## src/lrfp_pkg.sv

```systemverilog
`timescale 1ns / 1ps
// ---------------------------------------------------------------------------
// lrfp_pkg
// Shared types and codes of the link retry fallback policy.
// ---------------------------------------------------------------------------
package lrfp_pkg;

   localparam logic [3:0] NET_NONE  = 4'd8;
   localparam logic [31:0] HELD_OPEN = 32'hFFFF_FFFF;

   typedef enum logic [2:0] {
      KIND_RECONFIG = 3'd0,
      KIND_SET_MODE = 3'd1,
      KIND_CONNECTED = 3'd2,
      KIND_FAILED = 3'd3,
      KIND_CLIENTS = 3'd4,
      KIND_TICK = 3'd5
   } kind_type;

   localparam logic [2:0] PH_OFF        = 3'd0;
   localparam logic [2:0] PH_CONNECTING = 3'd1;
   localparam logic [2:0] PH_WAITING    = 3'd2;
   localparam logic [2:0] PH_ONLINE     = 3'd3;
   localparam logic [2:0] PH_APWINDOW   = 3'd4;
   localparam logic [2:0] PH_AP         = 3'd5;

   localparam logic [1:0] ACT_NONE         = 2'd0;
   localparam logic [1:0] ACT_STOP         = 2'd1;
   localparam logic [1:0] ACT_START_AP     = 2'd2;
   localparam logic [1:0] ACT_START_CLIENT = 2'd3;

   localparam logic [1:0] MODE_OFF    = 2'd0;
   localparam logic [1:0] MODE_CLIENT = 2'd1;
   localparam logic [1:0] MODE_AP     = 2'd2;
   localparam logic [1:0] MODE_BAD    = 2'd3;

   localparam logic [1:0] WHY_AUTH  = 2'd1;
   localparam logic [1:0] WHY_OTHER = 2'd3;

   localparam logic [2:0] REG_NET_COUNT = 3'd0;
   localparam logic [2:0] REG_GAP       = 3'd1;
   localparam logic [2:0] REG_TIMEOUT   = 3'd2;
   localparam logic [2:0] REG_WINDOW    = 3'd3;
   localparam logic [2:0] REG_ROUNDS    = 3'd4;
   localparam logic [2:0] REG_BACKOFF   = 3'd5;
   localparam logic [2:0] REG_MAX_BO    = 3'd6;

   typedef struct packed {
      logic [2:0]  kind;
      logic [31:0] now_ms;
      logic [1:0]  mode_request;
      logic [1:0]  fail_reason;
      logic [7:0]  client_count;
   } event_type;

   typedef struct packed {
      logic [1:0]  action;
      logic [2:0]  link_state;
      logic [3:0]  network_index;
      logic [1:0]  last_failure;
      logic [7:0]  auth_fail_mask;
      logic [31:0] window_left_ms;
      logic [31:0] wait_left_ms;
      logic        no_candidates;
      logic [7:0]  round_count;
   } result_type;

   // Controller -> datapath.
   typedef struct packed {
      logic load;      // capture event, compute backoff product
      logic update;    // apply event to the policy state
      logic report;    // form the result beat
   } dp_cmd_type;

   typedef struct packed {
      logic done;
   } dp_stat_type;

endpackage

```

## src/lrfp_ctrl.sv

```systemverilog
`timescale 1ns / 1ps
// ---------------------------------------------------------------------------
// lrfp_ctrl
// Sequencer: accept a beat, step the datapath, hold the result beat.
// ---------------------------------------------------------------------------
module lrfp_ctrl (
   input  logic                  clock,
   input  logic                  reset,
   input  logic                  in_valid,
   output logic                  in_ready,
   output logic                  out_valid,
   input  logic                  out_ready,
   output lrfp_pkg::dp_cmd_type  cmd,
   input  lrfp_pkg::dp_stat_type stat
);
   import lrfp_pkg::*;

   typedef enum logic [1:0] {
      ST_IDLE, ST_UPDATE, ST_REPORT, ST_SEND
   } state_type;

   state_type state_ff, state_in;

   always_comb begin
      state_in = state_ff;
      case (state_ff)
         ST_IDLE:   if (in_valid) state_in = ST_UPDATE;
         ST_UPDATE: state_in = ST_REPORT;
         ST_REPORT: state_in = ST_SEND;
         ST_SEND:   if (out_ready) state_in = ST_IDLE;
         default:   state_in = ST_IDLE;
      endcase
   end

   always_ff @(posedge clock) begin
      if (reset) begin
         state_ff <= ST_IDLE;
      end else begin
         state_ff <= state_in;
      end
   end

   assign in_ready    = (state_ff == ST_IDLE);
   assign out_valid   = (state_ff == ST_SEND) && stat.done;
   assign cmd.load    = (state_ff == ST_IDLE) && in_valid;
   assign cmd.update  = (state_ff == ST_UPDATE);
   assign cmd.report  = (state_ff == ST_REPORT);

   a_one_beat: assert property (@(posedge clock) disable iff (reset)
      cmd.load |=> cmd.update) else $error("update did not follow load");
   a_report: assert property (@(posedge clock) disable iff (reset)
      cmd.report |=> out_valid) else $error("result not offered");
   a_hold: assert property (@(posedge clock) disable iff (reset)
      (out_valid && !out_ready) |=> out_valid) else $error("result dropped");
endmodule

```

## src/lrfp_datapath.sv

```systemverilog
`timescale 1ns / 1ps
// ---------------------------------------------------------------------------
// lrfp_datapath
// Policy state, candidate search, timers and backoff multiply.
// ---------------------------------------------------------------------------
module lrfp_datapath #(
   parameter int MAX_NETS = 8
) (
   input  logic                  clock,
   input  logic                  reset,
   input  lrfp_pkg::dp_cmd_type  cmd,
   output lrfp_pkg::dp_stat_type stat,
   input  lrfp_pkg::event_type   ev,
   input  logic                  csr_we,
   input  logic [2:0]            csr_index,
   input  logic [31:0]           csr_wdata,
   output lrfp_pkg::result_type  res
);
   import lrfp_pkg::*;

   // configuration
   logic [3:0]  net_cnt_ff;
   logic [31:0] gap_ff, timeout_ff, window_ff, backoff_ff, maxbo_ff;
   logic [7:0]  rounds_ff;

   // policy state
   logic [1:0]  desired_ff;
   logic [2:0]  phase_ff;
   logic [3:0]  cur_ff, good_ff;
   logic [7:0]  done_ff, clients_ff, mask_ff;
   logic [1:0]  pend_ff, fail_ff;
   logic [31:0] att_start_ff, wait_start_ff, wait_len_ff, win_start_ff;

   event_type   ev_ff;
   logic [39:0] prod_ff;
   result_type  res_ff;

   logic [3:0] n_eff;
   assign n_eff = (net_cnt_ff > 4'(MAX_NETS)) ? 4'(MAX_NETS) : net_cnt_ff;

   function automatic logic [3:0] next_from(input logic [3:0] start, input logic [3:0] n,
                                            input logic [7:0] m);
      logic [3:0] r;
      r = NET_NONE;
      for (int i = MAX_NETS - 1; i >= 0; i--) begin
         if (4'(i) >= start && 4'(i) < n && !m[i]) r = 4'(i);
      end
      return r;
   endfunction

   function automatic logic bad_net(input logic [3:0] c, input logic [3:0] n,
                                    input logic [7:0] m);
      return (c >= n) || (c < 4'd8 && m[c[2:0]]);
   endfunction

   // saturated round+1 used by advance; product of backoff with it
   logic [7:0] round_inc;
   assign round_inc = (done_ff == 8'hFF) ? done_ff : done_ff + 8'd1;

   logic [31:0] el_att, el_wait, el_win, win_left;
   assign el_att  = ev_ff.now_ms - att_start_ff;
   assign el_wait = ev_ff.now_ms - wait_start_ff;
   assign el_win  = ev_ff.now_ms - win_start_ff;
   assign win_left = (clients_ff != 8'd0 || n_eff == 4'd0) ? HELD_OPEN :
                     (el_win >= window_ff) ? 32'd0 : window_ff - el_win;

   always_ff @(posedge clock) begin
      if (cmd.load) begin
         ev_ff   <= ev;
         prod_ff <= backoff_ff * round_inc;
      end
   end

   // next-state of the policy, computed during update
   logic [1:0]  desired_in, pend_in, fail_in, act_in;
   logic [2:0]  phase_in;
   logic [3:0]  cur_in, good_in, nx;
   logic [7:0]  done_in, clients_in, mask_in;
   logic [31:0] att_in, wstart_in, wlen_in, win_in, bo;

   always_comb begin
      desired_in = desired_ff; phase_in = phase_ff; cur_in = cur_ff; good_in = good_ff;
      done_in = done_ff; pend_in = pend_ff; fail_in = fail_ff; clients_in = clients_ff;
      mask_in = mask_ff; att_in = att_start_ff; wstart_in = wait_start_ff;
      wlen_in = wait_len_ff; win_in = win_start_ff; act_in = ACT_NONE; nx = NET_NONE;
      bo = (prod_ff > {8'd0, maxbo_ff}) ? maxbo_ff : prod_ff[31:0];
      // start flags
      begin : policy
         logic do_attempt, do_advance, do_window;
         do_attempt = 1'b0; do_advance = 1'b0; do_window = 1'b0;
         case (ev_ff.kind)
            KIND_RECONFIG: begin
               mask_in = 8'd0; good_in = NET_NONE; done_in = 8'd0;
               if (desired_ff == MODE_CLIENT) begin
                  cur_in = NET_NONE; do_attempt = 1'b1;
               end
            end
            KIND_SET_MODE: begin
               if (ev_ff.mode_request != MODE_BAD && ev_ff.mode_request != desired_ff) begin
                  desired_in = ev_ff.mode_request;
                  if (ev_ff.mode_request == MODE_OFF) begin
                     phase_in = PH_OFF; cur_in = NET_NONE; done_in = 8'd0; pend_in = ACT_STOP;
                  end else if (ev_ff.mode_request == MODE_AP) begin
                     phase_in = PH_AP; clients_in = 8'd0; pend_in = ACT_START_AP;
                  end else begin
                     done_in = 8'd0; cur_in = good_ff; do_attempt = 1'b1;
                  end
               end
            end
            KIND_CONNECTED: begin
               if (phase_ff == PH_CONNECTING) begin
                  phase_in = PH_ONLINE; fail_in = 2'd0; good_in = cur_ff; done_in = 8'd0;
                  if (cur_ff < 4'd8) mask_in[cur_ff[2:0]] = 1'b0;
               end
            end
            KIND_FAILED: begin
               fail_in = ev_ff.fail_reason;
               if (phase_ff == PH_ONLINE) begin
                  done_in = 8'd0; cur_in = good_ff; phase_in = PH_WAITING;
                  wstart_in = ev_ff.now_ms; wlen_in = gap_ff;
               end else if (phase_ff == PH_CONNECTING) begin
                  if (ev_ff.fail_reason == WHY_AUTH && cur_ff < 4'd8)
                     mask_in[cur_ff[2:0]] = 1'b1;
                  do_advance = 1'b1;
               end
            end
            KIND_CLIENTS: begin
               clients_in = ev_ff.client_count;
               if (phase_ff == PH_APWINDOW && clients_ff != 8'd0 && ev_ff.client_count == 8'd0)
                  win_in = ev_ff.now_ms;
            end
            KIND_TICK: begin
               if (phase_ff == PH_CONNECTING) begin
                  if (el_att >= timeout_ff) begin
                     fail_in = WHY_OTHER; do_advance = 1'b1;
                  end
               end else if (phase_ff == PH_WAITING) begin
                  if (el_wait >= wait_len_ff) do_attempt = 1'b1;
               end else if (phase_ff == PH_APWINDOW) begin
                  if (win_left == 32'd0) begin
                     mask_in = 8'd0; done_in = 8'd0; cur_in = NET_NONE; do_attempt = 1'b1;
                  end
               end
            end
            default: ;
         endcase
         if (do_advance) begin
            nx = (cur_ff >= NET_NONE) ? NET_NONE : next_from(cur_ff + 4'd1, n_eff, mask_in);
            if (nx != NET_NONE) begin
               cur_in = nx; phase_in = PH_WAITING; wstart_in = ev_ff.now_ms; wlen_in = gap_ff;
            end else begin
               done_in = round_inc;
               if (round_inc >= rounds_ff || next_from(4'd0, n_eff, mask_in) == NET_NONE) begin
                  do_window = 1'b1;
               end else begin
                  cur_in = next_from(4'd0, n_eff, mask_in); phase_in = PH_WAITING;
                  wstart_in = ev_ff.now_ms; wlen_in = bo;
               end
            end
         end
         if (do_attempt) begin
            if (bad_net(cur_in, n_eff, mask_in)) cur_in = next_from(4'd0, n_eff, mask_in);
            if (cur_in == NET_NONE) begin
               do_window = 1'b1;
            end else begin
               phase_in = PH_CONNECTING; att_in = ev_ff.now_ms; pend_in = ACT_START_CLIENT;
            end
         end
         if (do_window) begin
            phase_in = PH_APWINDOW; win_in = ev_ff.now_ms; clients_in = 8'd0;
            pend_in = ACT_START_AP;
         end
         if (ev_ff.kind == KIND_TICK) begin
            act_in = pend_in; pend_in = ACT_NONE;
         end
      end
   end

   logic [1:0] act_ff;

   always_ff @(posedge clock) begin
      if (reset) begin
         net_cnt_ff <= 4'd0; gap_ff <= 32'd2000; timeout_ff <= 32'd15000;
         window_ff <= 32'd300000; rounds_ff <= 8'd3; backoff_ff <= 32'd5000;
         maxbo_ff <= 32'd60000;
         desired_ff <= MODE_OFF; phase_ff <= PH_OFF; cur_ff <= NET_NONE; good_ff <= NET_NONE;
         done_ff <= 8'd0; pend_ff <= ACT_NONE; fail_ff <= 2'd0; clients_ff <= 8'd0;
         mask_ff <= 8'd0; att_start_ff <= 32'd0; wait_start_ff <= 32'd0;
         wait_len_ff <= 32'd0; win_start_ff <= 32'd0; act_ff <= ACT_NONE;
      end else begin
         if (csr_we) begin
            case (csr_index)
               REG_NET_COUNT: net_cnt_ff <= csr_wdata[3:0];
               REG_GAP:       gap_ff <= csr_wdata;
               REG_TIMEOUT:   timeout_ff <= csr_wdata;
               REG_WINDOW:    window_ff <= csr_wdata;
               REG_ROUNDS:    rounds_ff <= csr_wdata[7:0];
               REG_BACKOFF:   backoff_ff <= csr_wdata;
               REG_MAX_BO:    maxbo_ff <= csr_wdata;
               default: ;
            endcase
         end
         if (cmd.update) begin
            desired_ff <= desired_in; phase_ff <= phase_in; cur_ff <= cur_in;
            good_ff <= good_in; done_ff <= done_in; pend_ff <= pend_in; fail_ff <= fail_in;
            clients_ff <= clients_in; mask_ff <= mask_in; att_start_ff <= att_in;
            wait_start_ff <= wstart_in; wait_len_ff <= wlen_in; win_start_ff <= win_in;
            act_ff <= act_in;
         end
      end
   end

   always_ff @(posedge clock) begin
      if (cmd.report) begin
         res_ff.action         <= act_ff;
         res_ff.link_state     <= phase_ff;
         res_ff.network_index  <= cur_ff;
         res_ff.last_failure   <= fail_ff;
         res_ff.auth_fail_mask <= mask_ff;
         res_ff.window_left_ms <= (phase_ff == PH_APWINDOW) ? win_left : 32'd0;
         res_ff.wait_left_ms   <= (phase_ff == PH_WAITING) ?
                                  ((el_wait >= wait_len_ff) ? 32'd0 : wait_len_ff - el_wait)
                                  : 32'd0;
         res_ff.no_candidates  <= (next_from(4'd0, n_eff, mask_ff) == NET_NONE);
         res_ff.round_count    <= done_ff;
      end
   end

   logic done_ff2;
   always_ff @(posedge clock) begin
      if (reset) done_ff2 <= 1'b0;
      else if (cmd.report) done_ff2 <= 1'b1;
      else if (cmd.load) done_ff2 <= 1'b0;
   end
   assign stat.done = done_ff2;
   assign res = res_ff;

   a_net_range: assert property (@(posedge clock) disable iff (reset)
      cur_ff <= NET_NONE) else $error("network index out of range");
   a_conn_net: assert property (@(posedge clock) disable iff (reset)
      (phase_ff == PH_CONNECTING) |-> (cur_ff < NET_NONE)) else $error("connect with no net");
   a_off_idle: assert property (@(posedge clock) disable iff (reset)
      (phase_ff == PH_OFF && desired_ff == MODE_OFF) |-> cur_ff == NET_NONE)
      else $error("off with a network chosen");
endmodule

```

## src/link_retry_fallback_policy.sv

```systemverilog
`timescale 1ns / 1ps
// ---------------------------------------------------------------------------
// link_retry_fallback_policy
// Retry and fallback policy for a wireless link, one result beat per event.
// ---------------------------------------------------------------------------
// Usage:
//  - req_ channel: one event beat (kind, time stamp, mode, reason, clients).
//  - rsp_ channel: exactly one result beat per event, the state after it.
//  - csr_ port: write registers 0..6 while the block is idle; live at once.
// Timing: the event is captured at its accepting edge (with the backoff
// multiply), then the policy state updates, then the result is formed
// and the result beat is offered. The next event is taken only once the
// result beat has left, so a new event is not accepted before the last
// one is through. Events are handled one at a time through the shared
// policy state.
// Reset: synchronous, active high; registers take their documented defaults,
// the link is off and no network is selected.
// Stall: while rsp_tready is low the result beat holds and req_tready stays
// low; nothing is lost.
// ---------------------------------------------------------------------------
module link_retry_fallback_policy #(
   parameter int MAX_NETS = 8
) (
   input  logic        clock,
   input  logic        reset,
   input  logic        req_tvalid,
   output logic        req_tready,
   input  logic [47:0] req_tdata,  // kind, now_ms, mode_request, fail_reason, client_count
   output logic        rsp_tvalid,
   input  logic        rsp_tready,
   // action, link_state, network_index, last_failure, auth_fail_mask,
   // window_left_ms, wait_left_ms, no_candidates, round_count
   output logic [95:0] rsp_tdata,
   input  logic        csr_we,
   input  logic [2:0]  csr_index,
   input  logic [31:0] csr_wdata
);
   import lrfp_pkg::*;

   dp_cmd_type  cmd;
   dp_stat_type stat;
   event_type   ev;
   result_type  res;

   // unpack the request beat, first field lowest
   assign ev.kind         = req_tdata[2:0];
   assign ev.now_ms       = req_tdata[34:3];
   assign ev.mode_request = req_tdata[36:35];
   assign ev.fail_reason  = req_tdata[38:37];
   assign ev.client_count = req_tdata[46:39];

   lrfp_ctrl u_ctrl (
      .clock, .reset,
      .in_valid(req_tvalid), .in_ready(req_tready),
      .out_valid(rsp_tvalid), .out_ready(rsp_tready),
      .cmd, .stat
   );

   lrfp_datapath #(.MAX_NETS(MAX_NETS)) u_dp (
      .clock, .reset, .cmd, .stat, .ev,
      .csr_we, .csr_index, .csr_wdata, .res
   );

   // pack the result beat, first field lowest, zero fill to whole bytes
   assign rsp_tdata = {4'd0, res.round_count, res.no_candidates, res.wait_left_ms,
                       res.window_left_ms, res.auth_fail_mask, res.last_failure,
                       res.network_index, res.link_state, res.action};
endmodule
```

## config.mk

```make
export PLATFORM = sky130hd
export DESIGN_NAME = link_retry_fallback_policy
export DESIGN_NICKNAME = d
export VERILOG_FILES = /design/src/lrfp_pkg.sv /design/src/lrfp_ctrl.sv /design/src/lrfp_datapath.sv /design/src/link_retry_fallback_policy.sv
export SDC_FILE = /design/constraint.sdc
export NUM_CORES = 2
export LEC_CHECK = 0
export BUFFER_PORTS_ARGS = -buffer_cell sky130_fd_sc_hd__buf_2
export CELL_PAD_IN_SITES_DETAIL_PLACEMENT = 0
export CELL_PAD_IN_SITES_GLOBAL_PLACEMENT = 1
export CORE_MARGIN = 2
export CORE_UTILIZATION = 44
export CTS_BUF_LIST = sky130_fd_sc_hd__clkbuf_8
export DETAILED_ROUTE_END_ITERATION = 7
export PLACE_DENSITY_LB_ADDON = 0.1
export REMOVE_ABC_BUFFERS = 1
export SLEW_MARGIN = 20
export SYNTH_ARGS = -nofsm -noshare
export SYNTH_HDL_FRONTEND = slang
export SYNTH_SLANG_ARGS = --single-unit
```

## constraint.sdc

```tcl
create_clock -name clock -period 10.1 [get_ports clock]
set_clock_uncertainty 0.2 [all_clocks]
set_input_delay 2.02 -clock clock [delete_from_list [all_inputs] [get_ports clock]]
set_output_delay 2.02 -clock clock [all_outputs]
set_load 0.01 [all_outputs]
```

==> impl_metrics.toml <==
[run_status]
outcome = "completed"

[placement]
gp_congestion = 0.924
place_inst = 6168
port_buffers = 180
dp_hpwl_um = 88800
postPlaceCellArea_um2 = 43100

[timing]
rsz0062_at_grt = "yes"
worst_slew_pin_slew_ps = 946
finalSetupViolations = 0
drv_slew = 0
post-route-min-period_ps = 10080
tns_ps = 0
whs_ps = 218
hold_viol_final = 0
max_freq_mhz = 99.2
slew_headroom_pct = 36.8
fin_crit_sh_pct = 99.8

[grt]
grt-ovfl-total = 0
antenna_found_initial = 6
grt_pass1_wl_um = 187000
grt.total_usage_pct = 25.9
grt_pass1_vias = 33700
grt_max_degree = 103

[route]
wl_um = 120000
viasPerCell = 5.37
first_iter_violations = 2036
num_vias = 34400
remaining_drc_errors = 0
ant_nets = 0
wl_per_cell_um = 18.8
dr.pass1.iters = 5

[synth]
synth_cell_type_count = 103
synthTopCellsByArea = "dfxtp_1, edfxtp_1, ha_1"
syn_area_um2 = 39400
synthTopCellsByCount = "nand2_1, a21oi_1, inv_1"
synth_edf_count = 179
synth-seq-area-share_pct = 31.2
netlist_instances = 4786
yosysWarnings = 0
yosys_register_bits = 525
yosysMostFrequentCell = "nand2_1"
syn_area_per_cell_um2 = 8.24
synth_top_area_share_pct = 17.6
synthArstFlopShare_pct = 0
yosys_most_used_dff = "dfxtp_1"
synth_top_cell_by_area = "dfxtp_1"

[floorplanning]
rows = 109
die_w_um = 303
ios = 186
core_area_um2 = 88600
die_area_um2 = 92100
start_util_pct = 44.5
die_h_um = 303

[cts]
clock_sinks = 525
cts_tree = "done"
cts_buffers = 98
clk_pin_slew_ps = 60
htreeDepth = 3
clock_path_buffers = 3
clk_latency_ps = 740
cts_hold_buf = 0
clockRootBuffer = "clkbuf_8"

[power_and_ir_drop]
clkPwrFrac_pct = 20.8
total_power_mw = 10.1
switchingPower_mw = 4.19
peakVddDrop_uv = 111
power_frac_comb_pct = 50.9
internal_power_mw = 5.87
switching_share_pct = 41.6
seq_power_share_pct = 28.3
leakage_nw = 19.8
power_density_nw_per_um2 = 218

[setup_path]
path_class = "flip-flop to flip-flop"
start_kind = "flip-flop"
critical_path.max_stage_delay_ps = 580
worst_path_most_repeated_cell = "o21ai_1"
cp_slowest_cell = "or4_4"
required_ps = 10530
end_kind = "flip-flop"
crit_fanout = 7
cp.buffers_inverters = 9
critPathArrivalTime_ps = 10510
critical_path.top_delay_family = "compound AO/OA/AOI/OAI gates"

[worst_hold_path]
hold_path.class = "flip-flop to flip-flop"

[cells_and_area]
syn_to_final_growth_pct = 17.1
layout.cells.non_filler = 6398
largest_register_ffs = 92
nNetsFinal = 5723
finish.instance_area_um2 = 46200
drive_gt1_share_pct = 15.1

[run]
drv_cap = 0
[per-layer routing]
layer  part of all wire [%]  wire length, µm  track usage [%]  up-vias
met1                     46            55800             35.5    16400
met5                      0                0                0        -
li1                       -                -                -    17100
met4                    3.1             3720             7.43        0
met3                    4.4             5260             3.52      193
met2                     46            55500             42.6      675
[worst reg2reg max path, delay by kind of cell (launching register included)]
kind / cells / cell delay, ps
AO/OA/AOI/OAI: 24 / 4750
XOR/XNOR: 1 / 130
adder cells (fa/ha/maj): 4 / 890
AND/OR/NAND/NOR: 11 / 2070
flip-flops: 1 / 410
multiplexers: 1 / 240
buffers and inverters: 9 / 1320
[final cells by class]
type,instances,area [µm²]
tap,1165,1460
multi-input combinational,3602,25300
sequential,525,12300
clock buffer,110,1510
clock inverter,73,430
fill,8673,42500
antenna,2,5.00
inverter,425,1600
timing repair buffer,496,3590
[worst paths after layout]
check                                     from                            endpoint  slack (ps)  depth (start not counted)
hold reg to reg   u_dp.fail_ff[1]$_SDFFE_PP0P_              u_dp.res[82]$_DFFE_PP_         220                          0
setup / recovery      u_dp.ev_ff[12]$_DFFE_PP_  u_dp.win_start_ff[27]$_SDFFE_PP0P_          20                         50
hold / removal    u_dp.fail_ff[1]$_SDFFE_PP0P_              u_dp.res[82]$_DFFE_PP_         220                          0
setup reg to reg      u_dp.ev_ff[12]$_DFFE_PP_  u_dp.win_start_ff[27]$_SDFFE_PP0P_          20                         50
[what timing repair did]
item	CTS	global route
cloned	3	6
buffers inserted	29	11
setup endpoints to repair	80	82
pin swaps	50	41
gates resized for setup	74	64
[power groups by stage]
stage               combinational (mW)  clock (mW)  sequential, mW
finish                            5.12        2.09            2.85
CTS                               5.00        2.14            2.84
detailed placement                4.82           0            2.88
global placement                  4.81           0            2.88
global route                      5.68        2.24            2.88
floorplan                         3.08           0            2.85
[cell usage in the layout (no fill, tap or decap), types with 39 or more instances in the layout]
cell type,netlist,final
fa_1,185,184
nor2b_1,41,39
a211oi_1,54,51
mux2i_1,85,82
nand2b_1,45,44
nor3_1,152,145
ha_1,302,294
a21oi_1,440,427
buf_4,8,290
a21o_1,68,67
clkbuf_8,0,110
inv_1,424,450
nor2_1,386,377
xnor2_1,109,105
nand3_1,84,81
and3_1,61,59
nand2_1,801,799
edfxtp_1,179,179
o21ai_0,179,165
xor2_1,46,44
dfxtp_1,346,346
buf_2,6,179
and2_1,126,124
[kinds of logic after synthesis]
logic type	Yosys count	synth area share [%]
xor gates and xnor gates	155	3.44
other	1	0.00951
adders and majority gates	487	19.0
buffers and inverters	662	6.55
muxes	88	2.24
AOI/OAI and AO/OA	1039	16.6
and+or+nand+nor	1829	21.0
DFF	525	31.2
[through the flow]
step	utilization (%)	worst slack, ps
2_1_floorplan	-	-3440
3_3_place_gp	48.6	-969
3_5_place_dp	48.6	-1090
4_1_cts	51.5	-9.65
5_1_grt	52.1	-471
6_report	52.1	18.1
No activity file was read; power rests on OpenSTA's default activity.
